**config.mk**
```make
export PLATFORM = sky130hd
export DESIGN_NAME = cpu6502_effective_address_unit
export DESIGN_NICKNAME = d
export VERILOG_FILES = /design/src/hdl/eau_pkg.sv /design/src/hdl/eau_in_stage.sv /design/src/hdl/eau_seq.sv /design/src/hdl/eau_out_stage.sv /design/src/hdl/cpu6502_effective_address_unit.sv
export SDC_FILE = /design/constraint.sdc
export NUM_CORES = 1
export LEC_CHECK = 0
export BUFFER_PORTS_ARGS = -buffer_cell sky130_fd_sc_hd__buf_2
export CAP_MARGIN = 20
export CORE_MARGIN = 10
export CORE_UTILIZATION = 53
export DETAILED_ROUTE_END_ITERATION = 16
export GPL_TIMING_DRIVEN = 0
export PLACE_DENSITY = 0.77
export SLEW_MARGIN = 20
export SYNTH_ARGS = -nofsm -noshare
export SYNTH_HDL_FRONTEND = slang
export SYNTH_SLANG_ARGS = --single-unit
```
**constraint.sdc**
```tcl
create_clock -name clk -period 3.73 [get_ports clk]
set_clock_uncertainty 0.2 [all_clocks]
set_input_delay 0 -clock clk [delete_from_list [all_inputs] [get_ports clk]]
set_output_delay 0 -clock clk [all_outputs]
set_load 0.02 [all_outputs]
```
**src/hdl/eau_pkg.sv**
```systemverilog
// Package for the 6502 effective address unit.
// Holds the addressing mode and result kind codes and the item structs.
// No dependencies.
package eau_pkg;

	// addressing modes as carried by the mode field
	typedef enum logic [3:0] {
		MODE_IMP = 4'd0,
		MODE_IMM = 4'd1,
		MODE_ZP  = 4'd2,
		MODE_ZPX = 4'd3,
		MODE_ZPY = 4'd4,
		MODE_REL = 4'd5,
		MODE_ABS = 4'd6,
		MODE_ABX = 4'd7,
		MODE_ABY = 4'd8,
		MODE_IND = 4'd9,
		MODE_IZX = 4'd10,
		MODE_IZY = 4'd11
	} mode_t;

	// command codes of an input item
	localparam logic CMD_START = 1'b0;
	localparam logic CMD_DATA  = 1'b1;

	// result kinds
	typedef enum logic [1:0] {
		KIND_REQ     = 2'd0,
		KIND_DONE    = 2'd1,
		KIND_IGNORED = 2'd2
	} kind_t;

	// input item
	typedef struct packed {
		logic        cmd;
		logic [3:0]  mode;
		logic [15:0] pc_in;
		logic [7:0]  x_index;
		logic [7:0]  y_index;
		logic [7:0]  acc;
		logic [7:0]  rdata;
	} item_t;

	// result item
	typedef struct packed {
		kind_t       kind;
		logic [15:0] req_addr;
		logic [15:0] eff_addr;
		logic [15:0] rel_offset;
		logic [7:0]  implied_value;
		logic [15:0] next_pc;
		logic        page_cross;
	} result_t;

	// sequencer state
	typedef struct packed {
		logic        busy;
		mode_t       cur_mode;
		logic [1:0]  step_count;
		logic [15:0] pc;
		logic [7:0]  x;
		logic [7:0]  y;
		logic [7:0]  lo_byte;
		logic [15:0] ptr;
	} seq_state_t;

endpackage

```
**src/hdl/eau_in_stage.sv**
```systemverilog
// Input register stage of the effective address unit.
// Captures one item per cycle while it has room, and holds it until the sequencer takes it.
// Depends on eau_pkg.
module eau_in_stage (
	input  logic           clk,
	input  logic           arst_n,
	input  logic           in_valid,
	output logic           in_ready,
	input  eau_pkg::item_t in_item,
	input  logic           advance,
	output logic           valid_s1,
	output eau_pkg::item_t item_s1
);
	import eau_pkg::*;

	// room when empty or when the held item moves on this cycle
	assign in_ready = !valid_s1 || advance;

	// valid flag
	always_ff @(posedge clk or negedge arst_n) begin
		if (!arst_n) begin
			valid_s1 <= 1'b0;
		end else if (in_ready) begin
			valid_s1 <= in_valid;
		end
	end

	// payload
	always_ff @(posedge clk) begin
		if (in_ready && in_valid) begin
			item_s1 <= in_item;
		end
	end

endmodule

```
**src/hdl/eau_seq.sv**
```systemverilog
// Addressing mode sequencer of the effective address unit.
// Holds the calculation state and forms one result per item, combinationally from the held item.
// Depends on eau_pkg.
module eau_seq (
	input  logic             clk,
	input  logic             arst_n,
	input  logic             advance,
	input  eau_pkg::item_t   item_s1,
	output eau_pkg::result_t res
);
	import eau_pkg::*;

	seq_state_t st_q;
	seq_state_t st_d;
	logic [15:0] pc_inc;
	logic [7:0]  d;
	logic [7:0]  add;
	logic [15:0] sum;

	assign pc_inc = st_q.pc + 16'd1;
	assign d      = item_s1.rdata;

	// index added in the final step of the indexed modes; IZX adds X to the pointer earlier
	always_comb begin
		case (st_q.cur_mode)
			MODE_ZPX, MODE_ABX: add = st_q.x;
			MODE_ZPY, MODE_ABY, MODE_IZY: add = st_q.y;
			default: add = 8'd0;
		endcase
	end

	// base from the returned high byte and stored low byte, plus index
	assign sum = {d, st_q.lo_byte} + {8'd0, add};

	// next state and result
	always_comb begin
		st_d = st_q;
		res  = '0;
		if (item_s1.cmd == CMD_START) begin
			st_d.busy       = 1'b0;
			st_d.pc         = item_s1.pc_in;
			st_d.x          = item_s1.x_index;
			st_d.y          = item_s1.y_index;
			st_d.step_count = 2'd0;
			case (mode_t'(item_s1.mode))
				MODE_IMM: begin
					st_d.pc      = item_s1.pc_in + 16'd1;
					res.kind     = KIND_DONE;
					res.eff_addr = item_s1.pc_in;
					res.next_pc  = item_s1.pc_in + 16'd1;
				end
				MODE_ZP, MODE_ZPX, MODE_ZPY, MODE_REL, MODE_ABS, MODE_ABX,
				MODE_ABY, MODE_IND, MODE_IZX, MODE_IZY: begin
					st_d.cur_mode = mode_t'(item_s1.mode);
					st_d.busy     = 1'b1;
					res.kind      = KIND_REQ;
					res.req_addr  = item_s1.pc_in;
				end
				default: begin
					// implied and unused codes finish at once
					res.kind          = KIND_DONE;
					res.implied_value = item_s1.acc;
					res.next_pc       = item_s1.pc_in;
				end
			endcase
		end else if (!st_q.busy) begin
			res.kind = KIND_IGNORED;
		end else begin
			case (st_q.cur_mode)
				MODE_ZP, MODE_ZPX, MODE_ZPY: begin
					st_d.pc      = pc_inc;
					st_d.busy    = 1'b0;
					res.kind     = KIND_DONE;
					res.eff_addr = {8'd0, d + add};
					res.next_pc  = pc_inc;
				end
				MODE_REL: begin
					st_d.pc        = pc_inc;
					st_d.busy      = 1'b0;
					res.kind       = KIND_DONE;
					res.rel_offset = {{8{d[7]}}, d};
					res.next_pc    = pc_inc;
				end
				MODE_ABS, MODE_ABX, MODE_ABY: begin
					st_d.pc = pc_inc;
					if (st_q.step_count == 2'd0) begin
						st_d.lo_byte    = d;
						st_d.step_count = 2'd1;
						res.kind        = KIND_REQ;
						res.req_addr    = pc_inc;
					end else begin
						st_d.busy      = 1'b0;
						res.kind       = KIND_DONE;
						res.eff_addr   = sum;
						res.next_pc    = pc_inc;
						res.page_cross = (sum[15:8] != d);
					end
				end
				MODE_IND: begin
					case (st_q.step_count)
						2'd0: begin
							st_d.pc         = pc_inc;
							st_d.lo_byte    = d;
							st_d.step_count = 2'd1;
							res.kind        = KIND_REQ;
							res.req_addr    = pc_inc;
						end
						2'd1: begin
							st_d.pc         = pc_inc;
							st_d.ptr        = {d, st_q.lo_byte};
							st_d.step_count = 2'd2;
							res.kind        = KIND_REQ;
							res.req_addr    = {d, st_q.lo_byte};
						end
						2'd2: begin
							// high pointer byte stays in the same page
							st_d.lo_byte    = d;
							st_d.step_count = 2'd3;
							res.kind        = KIND_REQ;
							res.req_addr    = {st_q.ptr[15:8], st_q.ptr[7:0] + 8'd1};
						end
						default: begin
							st_d.busy    = 1'b0;
							res.kind     = KIND_DONE;
							res.eff_addr = {d, st_q.lo_byte};
							res.next_pc  = st_q.pc;
						end
					endcase
				end
				MODE_IZX, MODE_IZY: begin
					case (st_q.step_count)
						2'd0: begin
							st_d.pc         = pc_inc;
							st_d.step_count = 2'd1;
							if (st_q.cur_mode == MODE_IZX) begin
								st_d.ptr = {8'd0, d + st_q.x};
							end else begin
								st_d.ptr = {8'd0, d};
							end
							res.kind     = KIND_REQ;
							res.req_addr = st_d.ptr;
						end
						2'd1: begin
							// pointer high byte wraps within page zero
							st_d.lo_byte    = d;
							st_d.step_count = 2'd2;
							res.kind        = KIND_REQ;
							res.req_addr    = {8'd0, st_q.ptr[7:0] + 8'd1};
						end
						default: begin
							st_d.busy      = 1'b0;
							res.kind       = KIND_DONE;
							res.eff_addr   = sum;
							res.next_pc    = st_q.pc;
							res.page_cross = (sum[15:8] != d);
						end
					endcase
				end
				default: begin
					st_d.busy = 1'b0;
					res.kind  = KIND_IGNORED;
				end
			endcase
		end
	end

	// state register, updated as each item moves to the output
	always_ff @(posedge clk or negedge arst_n) begin
		if (!arst_n) begin
			st_q <= '{busy: 1'b0, cur_mode: MODE_IMP, default: '0};
		end else if (advance) begin
			st_q <= st_d;
		end
	end

endmodule

```
**src/hdl/eau_out_stage.sv**
```systemverilog
// Output register stage of the effective address unit.
// Holds one result item until the receiver takes it.
// Depends on eau_pkg.
module eau_out_stage (
	input  logic             clk,
	input  logic             arst_n,
	input  logic             res_valid,
	output logic             res_ready,
	input  eau_pkg::result_t res_d,
	output logic             out_valid,
	input  logic             out_ready,
	output eau_pkg::result_t res_q
);
	import eau_pkg::*;

	// room when empty or when the held item leaves this cycle
	assign res_ready = !out_valid || out_ready;

	// valid flag
	always_ff @(posedge clk or negedge arst_n) begin
		if (!arst_n) begin
			out_valid <= 1'b0;
		end else if (res_ready) begin
			out_valid <= res_valid;
		end
	end

	// payload
	always_ff @(posedge clk) begin
		if (res_ready && res_valid) begin
			res_q <= res_d;
		end
	end

endmodule

```
**src/hdl/cpu6502_effective_address_unit.sv**
```systemverilog
// Top level of the 6502 effective address unit.
// Instantiates eau_in_stage, eau_seq and eau_out_stage; depends on eau_pkg.
//
// Usage:
//  - Input channel (in_valid/in_ready): a start item (cmd 0) gives mode, pc_in,
//    x_index, y_index and acc; a data item (cmd 1) returns rdata for the last
//    bus request.
//  - Output channel (out_valid/out_ready): exactly one result item per input
//    item: a bus read request (kind 0), a finished calculation (kind 1) or a
//    data item ignored while idle (kind 2).
//  - Result path: an accepted item is held in the input register, then the
//    sequencer writes its result into the output register.
//  - Throughput: one item per cycle while the receiver takes results; the sequencer
//    state is read and written as each item moves between input and output registers.
//  - A start while a calculation runs abandons it.
//  - Reset clears both stage valid flags and the sequencer state to idle.
//  - When the receiver stalls, the result stays in the output register, one
//    more item is held in the input register, then in_ready drops.
module cpu6502_effective_address_unit (
	input  logic        clk,
	input  logic        arst_n,
	input  logic        in_valid,
	output logic        in_ready,
	input  logic        cmd,
	input  logic [3:0]  mode,
	input  logic [15:0] pc_in,
	input  logic [7:0]  x_index,
	input  logic [7:0]  y_index,
	input  logic [7:0]  acc,
	input  logic [7:0]  rdata,
	output logic        out_valid,
	input  logic        out_ready,
	output logic [1:0]  kind,
	output logic [15:0] req_addr,
	output logic [15:0] eff_addr,
	output logic [15:0] rel_offset,
	output logic [7:0]  implied_value,
	output logic [15:0] next_pc,
	output logic        page_cross
);
	import eau_pkg::*;

	item_t   in_item;
	item_t   item_s1;
	logic    valid_s1;
	logic    res_ready;
	logic    advance;
	result_t res_d;
	result_t res_q;

	// gather input fields
	assign in_item = '{cmd: cmd, mode: mode, pc_in: pc_in, x_index: x_index,
		y_index: y_index, acc: acc, rdata: rdata};

	// item moves from input register to output register
	assign advance = valid_s1 && res_ready;

	eau_in_stage u_in (
		.clk      (clk),
		.arst_n   (arst_n),
		.in_valid (in_valid),
		.in_ready (in_ready),
		.in_item  (in_item),
		.advance  (advance),
		.valid_s1 (valid_s1),
		.item_s1  (item_s1)
	);

	eau_seq u_seq (
		.clk     (clk),
		.arst_n  (arst_n),
		.advance (advance),
		.item_s1 (item_s1),
		.res     (res_d)
	);

	eau_out_stage u_out (
		.clk       (clk),
		.arst_n    (arst_n),
		.res_valid (valid_s1),
		.res_ready (res_ready),
		.res_d     (res_d),
		.out_valid (out_valid),
		.out_ready (out_ready),
		.res_q     (res_q)
	);

	// result fields
	assign kind          = res_q.kind;
	assign req_addr      = res_q.req_addr;
	assign eff_addr      = res_q.eff_addr;
	assign rel_offset    = res_q.rel_offset;
	assign implied_value = res_q.implied_value;
	assign next_pc       = res_q.next_pc;
	assign page_cross    = res_q.page_cross;

endmodule

```
; ---- Yosys cells after proc, flatten, opt, wreduce, memory -nomap -nowiden
; Index checks and enable logic that the tools add are counted.
[op_classes]
n_eq_ne = 37
mux = 53
n_addsub = 6
bitwise_logic = 1
reduce_logical = 29
[op_table]
columns = cell, n
row1 = 16-bit 2-to-1 mux, 14
row2 = 16-bit case mux with 3 select lines, 3
row3 = 16-bit case mux with 4 select lines, 2
row4 = 16-bit case mux with 2 select lines, 2
row5 = 17-bit 2-to-1 mux, 3
row6 = 48-bit 2-to-1 mux, 1
row7 = 18-bit 2-to-1 mux, 2
row8 = 34-bit 2-to-1 mux, 1
row9 = 16-bit by 1-bit adder with 16-bit output (second input constant), 2
row10 = 4-bit by 3-bit == test with 1-bit output (second input constant), 8
row11 = 4-bit == test (second input constant), 8
row12 = 8-bit 2-to-1 mux, 4
row13 = 8-bit case mux with 2 select lines, 2
row14 = 8-bit case mux with 3 select lines, 1
row15 = 16-bit by 8-bit adder with 16-bit output, 1
row16 = 8-bit adder, 2
row17 = 4-bit by 2-bit == test with 1-bit output (second input constant), 4
row18 = 2-bit case mux with 3 select lines, 2
row19 = 6-bit AND reduction, 2
row20 = 12-bit OR reduction, 1
row21 = 3-bit OR reduction, 4
row22 = 10-bit OR reduction, 1
row23 = 1-bit 2-to-1 mux, 9
row24 = 8-bit by 1-bit adder with 8-bit output (second input constant), 1
row25 = 32 further kinds, 46
[totals]
in_bits = 57
elab_cells = 150
regBits = 185

; ---- Longest topological paths before layout
; Gate-level depths: netlist (run 1).
[logic_depth]
ltp_word = 9
depth_mapped = 13
mapped_depth_nobuf = 12

; ---- Modules after synthesis
; A second synthesis (run 1) with hierarchy kept.
[hier_totals]
hier_cells = 1049
hier_area_um2 = 10722.8
[by_module_without_submodules]
columns = mod, area_per_inst_um2, instances, seq_area_each_um2, cells_per_inst
row1 = eau_seq, 6765.2, 1, 1576.5, 912
row2 = eau_out_stage, 2306.0, 1, 2277.2, 79
row3 = eau_in_stage, 1645.3, 1, 1616.6, 57
row4 = cpu6502_effective_address_unit, 6.3, 1, 0.0, 1

; ---- Worst setup path before layout (run 1)
; No wires, ideal clock.
[synth_path]
kind = register to register
from = reg u_seq.st_q[58] (netlist name)
to = reg, netlist name u_out.res_q[53]
period_less_slack_ns = 3.824
arrival_time_ns = 3.363
t_required_ns = 3.269
path_stages_with_launch = 13
setup_ns = 0.261
path_slack_ns = -0.094
n_path_buf = 4
path_cell_list = dfrtp_1 -> clkbuf_1 -> clkbuf_1 -> clkbuf_1 -> clkbuf_1 -> o22ai_1 -> ha_1 -> fa_1 -> a21o_1 -> a221oi_1 -> o21a_1 -> nor4_1 -> a221o_1
[synth_lines]
columns = item, line_no
row1 = from (decl), eau_seq.sv:13  ; seq_state_t st_q;
row2 = from (signal assigned), eau_seq.sv:172  ; st_q <= st_d;

==> impl_metrics.tcl, run 1 <==
set metrics [dict create \
    synth.avg_cell_area_um2 9.94 \
    drt_iter0_markers 1149 \
    cp_slowest_stage_delay_ns 0.49 \
    path_clk_slew_ns 0.07 \
    finalWirelength_um 31400 \
    met2_usage_pct 38.6 \
    grt_antenna_before_repair 0 \
    finalInstanceArea_um2 12800 \
    yosys.area.top_type_share_pct 34.3 \
    ctsHtreeMaxLevel 4 \
    rows 51 \
    ys_seq_elements 185 \
    crit_type "register to register" \
    wl_per_cell_um 20.3 \
    finalSetupViolCount 0 \
    slew_viol_final 0 \
    cp-start-kind "register" \
    tightest_slew_ns 1.07 \
    final.setup.worst_slack_ns 0.169 \
    die_w_um 161 \
    crit_slowest_cell "dfrtp_2" \
    viasPerCell 6.07 \
    cellLeakagePower_nw 5.22 \
    cts_sinks 185 \
    vias 9385 \
    area_delta_synth_final_pct 21.7 \
    seq_area_frac_synth_pct 49.7 \
    path_max_fanout 12 \
    die_h_um 161 \
    core_um2 19500 \
    postPlaceCellArea_um2 11600 \
    grt_pass1_vias 8945 \
    place_inst 1458 \
    cts_buffers 17 \
    arrival_ns 3.55 \
    synth.most_common_cell "nand2_1" \
    tns_ns 0 \
    maxSlewHeadroom_pct 28.2 \
    finalCoreUtilization_pct 65.5 \
    synthArstFlopShare_pct 35.1 \
    drive_gt1_share_pct 18.6 \
    ios 134 \
    clock-root-buffer "clkbuf_16" \
    met1_usage_pct 31.0 \
    drt_pass1_iterations 8 \
    synth_nets 1149 \
    insertion_delay_ns 0.45 \
    yosys_most_used_dff "edfxtp_1" \
    status "finished clean" \
    netlist_area_um2 10500 \
    drv_cap 0 \
    fin_crit_sh_pct 95.5 \
    port_buffers 133 \
    start_util_pct 53.9 \
    yosys-top-cells-count "nand2_1 (153), edfxtp_1 (120), o21ai_0 (90), a21oi_1 (67), dfrtp_1 (65)" \
    drc_errors 0 \
    synth_enable_flop_cells 120 \
    netlist_instances 1058 \
    synth_warnings 0 \
    met3_usage_pct 5.32 \
    cts_tree "yes" \
    grt_max_degree 62 \
    dp.final_hpwl_um 22600 \
    nNetsFinal 1360 \
    power_density_nw_per_um2 533 \
    post-route-min-period_ns 3.56 \
    dp_slack_ns -0.676 \
    n_antenna_cell 0 \
    hold_class "primary input to register" \
    required_ns 3.72 \
    rsz0062_at_grt "true" \
    stdcell_count 1547 \
    synthDistinctLibCells 75 \
    timing_hold_violations_final 0 \
    synthTopCellsByArea "edfxtp_1 (34%), dfrtp_1 (15%), nand2_1 (5.5%)" \
    antenna_left 0 \
    p_total_mw 6.82 \
    gp_congestion 0.969 \
    grt_pass1_wl_um 49600 \
    cp-end-kind "register" \
    whs_ns 0.0508 \
    die_area_um2 25900 \
    grt_usage_pct 23.9 \
    overflow 0 \
    yosysTopAreaCell "edfxtp_1" \
    cts_buffer_depth 2 \
    grt_busiest_layer "met2" \
    max_freq_mhz 281 \
    cp_cell_sequence "clkbuf_2 -> nand2_1 -> o22ai_1 -> ha_1 -> fa_1 -> a21o_1 -> a221oi_2 -> o21a_2 -> nor4_1 -> a221o_1" \
    ir_drop_mv 0.370 \
]
-- worst max-delay path, delay by kind of cell (launching register included) --
family / cells / cell delay (ns)
flops: 1 / 0.49
compound gates: 5 / 1.32
simple gates: 2 / 0.37
fa+ha+maj: 2 / 0.72
buf+inv: 1 / 0.21
-- cell usage in the layout (no fill, tap or decap), drive strengths merged, types with 18 or more instances in the layout --
cell | netlist | final
o22ai | 29 | 29
nand2 | 153 | 153
buf | 18 | 153
nor3 | 20 | 20
a21oi | 67 | 67
dfrtp | 65 | 65
and2 | 21 | 21
xnor2 | 27 | 27
dlygate4sd3 | 0 | 59
nand3 | 42 | 42
nor2 | 48 | 48
clkbuf | 52 | 69
xor2 | 18 | 18
inv | 28 | 35
ha | 31 | 31
o21ai | 94 | 94
edfxtp | 120 | 120
-- layout make-up --
type	instances	area, µm²
Tap cell	265	332
Clock buffer	19	443
Sequential cell	185	5230
Clock inverter	13	114
Multi-Input combinational cell	775	4940
Timing Repair Buffer	195	1320
Inverter	28	108
Buffer	67	313
Fill cell	1576	6730
-- where the power goes --
part	switching, mW	internal (mW)
registers	0.304	2.53
clock network	0.867	0.893
logic	1.38	0.850
total	2.55	4.27
-- final timing paths --
kind                             startpoint               to  slack, ns  cells past startpoint
min                                rdata[1]  u_in.item_s1[1]       0.05                      2
min reg2reg                u_in.item_s1[20]   u_seq.st_q[28]       0.24                      2
max reg2reg                  u_seq.st_q[58]  u_out.res_q[53]       0.17                     10
min in group asynchronous            arst_n   u_seq.st_q[15]       0.46                      4
max                          u_seq.st_q[58]  u_out.res_q[53]       0.17                     10
max in group asynchronous            arst_n   u_seq.st_q[53]       1.94                      4
-- kinds of logic (layout without fill, tap and decap cells) --
group	count (synthesis)	after routing	synth area share, %
simple gates	372	372	17.4
buf+inv	98	322	3.95
mux	26	26	2.68
compound gates	298	298	18.2
xor+xnor	45	45	3.75
flops	185	185	49.7
fa+ha+maj	34	34	4.26
-- flip-flops by register name, summed over array words and instances, names as in the netlist --
signal	cells
u_out.out_valid	1
u_out.res_q	67
u_in.valid_s1	1
u_in.item_s1	53
u_seq.st_q	63
-- timing repair --
| action | 4_1_cts | 5_1_grt |
|---|---|---|
| resized for setup | 7 | 17 |
| endpoints found under the hold margin | 120 | 0 |
| setup endpoints to repair | 14 | 13 |
| hold buffers | 59 | 0 |
| pin swaps | 0 | 0 |
| buffers inserted | 0 | 0 |
-- routing by layer --
layer	vias to the layer above	part of all wire, %
met5	-	0
li1	4347	-
met2	529	47
met3	79	9.5
met4	0	3.1
met1	4430	40
No activity file was read; power rests on OpenSTA's default activity.
==> run 2: changes to the inputs <==
CORE_UTILIZATION = 45   (was 53)
PLACE_DENSITY = 0.67   (was 0.77)
RECOVER_POWER = 25   (was unset)
==> run 2 against run 1 <==
Effect of this change: the run now ends with max-capacitance violations, max-slew violations left; power up 1.9%; non-clock buffer count stayed put; first-iteration DRC count down 7.7%; die area grew 15%; register-to-register slack improved by 0.02 ns; sequential share of layout area decreased by 0.30 points; clock-buffer cell count rose by 1; setup slack better by 0.022 ns; via count is 1.1% lower; global-route usage shrank 2.8 points; sequential power barely moved; maximum frequency increased by 0.62%; largest cell class unchanged; largest power group unchanged.
==> impl_metrics.tcl, run 2 (synthesis results as in run 1) <==
set metrics [dict create \
    status "finished with violations" \
    violations "max-capacitance violations, max-slew violations" \
    finalWirelength_um 32500 \
    power_density_nw_per_um2 539 \
    grt_pass1_wl_um 50800 \
    fillers 2022 \
    ir_drop_mv 0.288 \
    rr_worst_depth 12 \
    final_cell_mix "nand2_1 (153), buf_2 (137), edfxtp_1 (120)" \
    n_antenna_cell 0 \
    tightest_slew_ns 2.03 \
    core_um2 22800 \
    final.setup.worst_slack_ns 0.191 \
    cp-start-kind "register" \
    rsz0062_at_grt "true" \
    vias 9284 \
    fin_crit_sh_pct 94.9 \
    finalInstanceArea_um2 12900 \
    dp_slack_ns -0.678 \
    cellLeakagePower_nw 5.22 \
    timing_hold_violations_final 0 \
    layout_commonest_cell "nand2_1" \
    p_total_mw 6.95 \
    grt_usage_pct 21.1 \
    drv_cap 2 \
    crit_type "register to register" \
    cts_buffer_depth 2 \
    viasPerCell 5.82 \
    postPlaceCellArea_um2 11700 \
    post-route-min-period_ns 3.54 \
    hold_class "primary input to register" \
    rows 55 \
    die_h_um 173 \
    drc_errors 0 \
    nNetsFinal 1360 \
    path_clk_slew_ns 0.07 \
    ios 134 \
    largestRegisters "u_out.res_q x67, u_seq.st_q x63, u_in.item_s1 x53" \
    cts_tree "yes" \
    drive_gt1_share_pct 18.6 \
    drt_pass1_iterations 6 \
    cts_buffers 17 \
    cp-end-kind "register" \
    antenna_left 0 \
    clock-root-buffer "clkbuf_16" \
    largest_register "u_out.res_q" \
    insertion_delay_ns 0.44 \
    gp_congestion 0.973 \
    drt_iter0_markers 1060 \
    stdcell_count 1595 \
    place_inst 1506 \
    area_delta_synth_final_pct 22.6 \
    cts_sinks 185 \
    port_buffers 133 \
    die_w_um 173 \
    maxSlewHeadroom_pct -35.1 \
    path_max_fanout 10 \
    die_area_um2 29900 \
    grt_pass1_vias 9006 \
    finalCoreUtilization_pct 56.4 \
    ctsHtreeMaxLevel 4 \
    finalSetupViolCount 0 \
    grt_max_degree 59 \
    max_freq_mhz 283 \
    arrival_ns 3.52 \
    holdPathStages 2 \
    start_util_pct 46.0 \
    overflow 0 \
    dp.final_hpwl_um 23800 \
    required_ns 3.71 \
    grt_antenna_before_repair 0 \
    slew_viol_final 67 \
    wl_per_cell_um 20.4 \
    largest_reg_flops 67 \
]
[run 2: cell count changes in the layout (fill, tap and decap cells not counted), sizes merged]
cell         change
dlygate4sd3      -1
bufinv           +1
inv              +1
buf              -2
clkinv           -3
clkbuf           +4
[run 2: layer usage]
layer,vias to the layer above,share of wire [%],global-route usage (%)
li1,4345,-,-
met1,4481,44,28.2
met2,404,47,33.8
met3,54,7.2,4.01
met4,0,2.7,7.08
met5,-,0,0
[run 2: worst max-delay path, cell delays in order, from the launching register on]
cell and delay (ns):
dfrtp_2 0.46, clkbuf_4 0.20, nand2b_1 0.23, a21oi_4 0.28
nand2_1 0.12, o22ai_2 0.20, ha_1 0.33, a21o_1 0.24
a31o_2 0.29, o21ai_4 0.17, and2_1 0.21, nor4_1 0.07
a221o_1 0.29
[run 2: path summary, 6_finish.rpt]
| check | from | end | slack [ns] |
|---|---|---|---|
| min in group asynchronous | arst_n | u_seq.st_q[10] | 1.15 |
| hold / removal | acc[5] | u_in.item_s1[13] | 0.07 |
| setup / recovery | u_seq.st_q[61] | u_out.res_q[54] | 0.19 |
| hold reg to reg | u_in.item_s1[29] | u_seq.st_q[37] | 0.24 |
| max in group asynchronous | arst_n | u_seq.st_q[61] | 0.80 |
| setup reg to reg | u_seq.st_q[61] | u_out.res_q[54] | 0.19 |
[run 2: report_power, final]
group / switching [mW] / internal [mW] / total [mW]
registers: 0.307 / 2.53 / 2.84
logic: 1.40 / 0.857 / 2.26
clock network: 0.876 / 0.983 / 1.86
total: 2.58 / 4.37 / 6.95
[run 2: per-stage QoR]
step | setup TNS [ns] | hold slack (ns)
final | 0 | 0.0655
after global routing | -0.0572 | 0.0631
after CTS | 0 | 0.0541
after detailed placement | -6.14 | -0.209
after global placement | -13.48 | -0.0241
after floorplan | 0 | -0.496
[run 2: cell type report]
class / count / area [µm²] / share of cell area [%]
flip-flops and latches: 185 / 5230 / 40.6
clock buffers: 20 / 457 / 3.54
well taps: 313 / 392 / 3.04
plain buffers: 67 / 310 / 2.41
clock inverters: 12 / 130 / 1.01
inverters: 28 / 108 / 0.835
multi-input cells: 775 / 4980 / 38.6
repair buffers: 195 / 1290 / 9.98
[run 2: what timing repair did]
| action | in CTS | in global routing |
|---|---|---|
| buffers inserted | 0 | 1 |
| gates cloned | 0 | 0 |
| hold buffers | 59 | 0 |
| pin swaps | 0 | 1 |
| endpoints found under the hold margin | 120 | 0 |
| setup endpoints to repair | 15 | 11 |
| gates resized for setup | 8 | 17 |
==> run 3: changes to the inputs <==
--- a/config.mk
+++ b/config.mk
@@ -17,3 +17,4 @@
 export SYNTH_ARGS = -nofsm -noshare
 export SYNTH_HDL_FRONTEND = slang
+export SYNTH_HIERARCHICAL = 1
 export SYNTH_SLANG_ARGS = --single-unit
--- a/constraint.sdc
+++ b/constraint.sdc
@@ -3,3 +3,3 @@
 set_input_delay 0 -clock clk [delete_from_list [all_inputs] [get_ports clk]]
 set_output_delay 0 -clock clk [all_outputs]
-set_load 0.02 [all_outputs]
+set_load 0.05 [all_outputs]
==> run 3 against run 2 <==
Effect of this change: the flow still finishes with violations (max-capacitance violations, max-slew violations); largest cell class unchanged; flip-flop and latch count grew 8; utilization is 0.44 points lower; critical path type unchanged; largest power group unchanged; via count about the same; sequential share of layout area rose by 1.0 points.
==> impl_metrics.tcl, run 3 <==
set metrics [dict create \
    status "finished with violations" \
    violations "max-capacitance violations, max-slew violations" \
    drive_gt1_share_pct 20.4 \
    netlist_instances 1049 \
    n_antenna_cell 0 \
    grt_pass1_wl_um 51100 \
    ir_drop_mv 0.260 \
    overflow 0 \
    slew_viol_final 67 \
    grt_max_degree 76 \
    synth.most_common_cell "nand2_1" \
    startpoint "u_seq/st_q[58]" \
    arrival_ns 3.62 \
    antenna_left 0 \
    port_buffers 133 \
    cts_buffer_depth 2 \
    timing_hold_violations_final 0 \
    cts_sinks 193 \
    power_density_nw_per_um2 591 \
    synthDistinctLibCells 81 \
    crit_type "register to register" \
    die_w_um 174 \
    finalInstanceArea_um2 13100 \
    path_max_fanout 10 \
    layout_commonest_cell "nand2_1" \
    largest_register "u_out/res_q" \
    finalCoreUtilization_pct 56.0 \
    required_ns 3.72 \
    hold_class "primary input to register" \
    post-route-min-period_ns 3.63 \
    tightest_slew_ns 2.03 \
    synthArstFlopShare_pct 33.7 \
    netlist_area_um2 10700 \
    drt_iter0_markers 929 \
    core_um2 23500 \
    final.setup.worst_slack_ns 0.102 \
    drv_cap 2 \
    tns_ns 0 \
    die_h_um 174 \
    ctsHtreeMaxLevel 4 \
    cts_tree "yes" \
    fillers 2089 \
    yosys.area.top_type_share_pct 35.8 \
    die_area_um2 30400 \
    yosys_most_used_dff "edfxtp_1" \
    cp-end-kind "register" \
    vias 9279 \
    rows 56 \
    wl_per_cell_um 20.9 \
    final_cell_mix "nand2_1 (152), buf_2 (148), edfxtp_1 (128)" \
    synth_warnings 6 \
    reg2reg_setup_slack_ns 0.10 \
    insertion_delay_ns 0.45 \
    synth.avg_cell_area_um2 10.2 \
    cellLeakagePower_nw 5.38 \
    largest_reg_flops 75 \
    finalWirelength_um 33400 \
    synth_nets 1140 \
    max_freq_mhz 276 \
    gp_congestion 0.937 \
    nNetsFinal 1356 \
    yosysTopAreaCell "edfxtp_1" \
    viasPerCell 5.81 \
    seq_area_frac_synth_pct 51.0 \
    maxSlewHeadroom_pct -35.6 \
    synthTopCellsByArea "edfxtp_1 (36%), dfrtp_1 (15%), nand2_1 (5.4%)" \
    grt_antenna_before_repair 0 \
    timing.rr.start "u_seq/st_q[58]" \
    yosys-top-cells-count "nand2_1 (153), edfxtp_1 (128), a21oi_1 (72), o21ai_0 (71), dfrtp_1 (65)" \
    cp-start-kind "register" \
    postPlaceCellArea_um2 11800 \
    synth_enable_flop_cells 128 \
    ys_seq_elements 193 \
    finalSetupViolCount 0 \
    ios 134 \
    dp.final_hpwl_um 24400 \
    drt_pass1_iterations 10 \
    start_util_pct 45.7 \
    grt_usage_pct 21.4 \
    path_clk_slew_ns 0.08 \
    largestRegisters "u_out/res_q x75, u_seq/st_q x63, u_in/item_s1 x53" \
    place_inst 1502 \
    min_from "x_index[6]" \
    stdcell_count 1597 \
    clock-root-buffer "clkbuf_16" \
    grt_pass1_vias 9009 \
    drc_errors 0 \
    fin_crit_sh_pct 97.3 \
    cts_buffers 17 \
    dp_slack_ns -0.371 \
    area_delta_synth_final_pct 22.6 \
]
## run 3: changes by cell type in the layout (fill, tap and decap cells not counted), moves of 8 or more
cell      previous run  this run
nand3_1             42        27
xnor2_1             27        19
buf_4               10        19
o21ai_1              5        26
clkbuf_1            50        37
edfxtp_1           120       128
and3_1              10        21
inv_1               27        16
xor2_1              18        26
buf_2              137       148
o21ai_0             88        70
## run 3: path summary, 6_finish.rpt
check | to | depth (start not counted)
max | u_out/res_q[49] | 13
min | u_in/item_s1[30] | 2
max reg2reg | u_out/res_q[49] | 13
min reg2reg | u_seq/st_q[37] | 2
max in group asynchronous | u_seq/st_q[2] | 4
min in group asynchronous | u_seq/st_q[49] | 4
## run 3: cell type report
| type | instances | area [µm²] | share of cell area [%] |
|---|---|---|---|
| flip-flops and latches | 193 | 5470 | 41.6 |
| multi-input cells | 766 | 4960 | 37.8 |
| repair buffers | 198 | 1290 | 9.80 |
| clock buffers | 20 | 479 | 3.65 |
| well taps | 319 | 399 | 3.04 |
| plain buffers | 71 | 362 | 2.75 |
| clock inverters | 12 | 115 | 0.876 |
| inverters | 18 | 67.6 | 0.514 |
## run 3: through the flow
step	total power [mW]	hold slack (ns)
floorplan	4.91	-0.496
global placement	5.64	-0.0228
global route	8.16	0.0487
detailed placement	5.70	-0.220
CTS	7.62	0.0407
finish	7.76	0.0544
## run 3: critical path, cell delays in order (launching register included)
cell	delay, ns
dfrtp_1	0.36
buf_2	0.24
buf_2	0.26
buf_4	0.28
o22ai_2	0.13
ha_2	0.23
fa_1	0.40
a21o_1	0.18
a21oi_1	0.21
nand2b_1	0.22
a31oi_4	0.13
o21ai_1	0.19
nor3_1	0.07
a221o_1	0.27
## run 3: routing by layer
metal	vias up	global-route usage (%)	part of all wire (%)
met3	51	3.51	6.9
met4	0	6.84	2.2
met5	-	0	0
met1	4516	28.0	42
li1	4311	-	-
met2	401	35.2	48
## run 3: what timing repair did
action | 4_1_cts | 5_1_grt
buffers inserted | 2 | 4
resized for setup | 9 | 19
hold buffers | 58 | 0
pin swaps | 2 | 3
endpoints found under the setup margin | 12 | 6
hold endpoints to repair | 120 | 0
## run 3: where the power goes
group	total, mW	leakage [nW]	switching [mW]	internal (mW)
Sequential	3.00	2.08	0.327	2.67
Clock	1.84	0.288	0.883	0.957
Combinational	2.92	3.01	1.90	1.02
Total	7.76	5.38	3.11	4.65
## run 3: cell families (layout without fill, tap and decap cells)
| logic type | after synthesis | count (layout) | synth area share (%) |
|---|---|---|---|
| compound gates | 316 | 316 | 19.2 |
| xor+xnor | 45 | 45 | 3.68 |
| fa+ha+maj | 34 | 34 | 4.18 |
| buf+inv | 90 | 319 | 3.96 |
| flops | 193 | 193 | 51.0 |
| mux | 23 | 23 | 2.30 |
| simple gates | 348 | 348 | 15.7 |
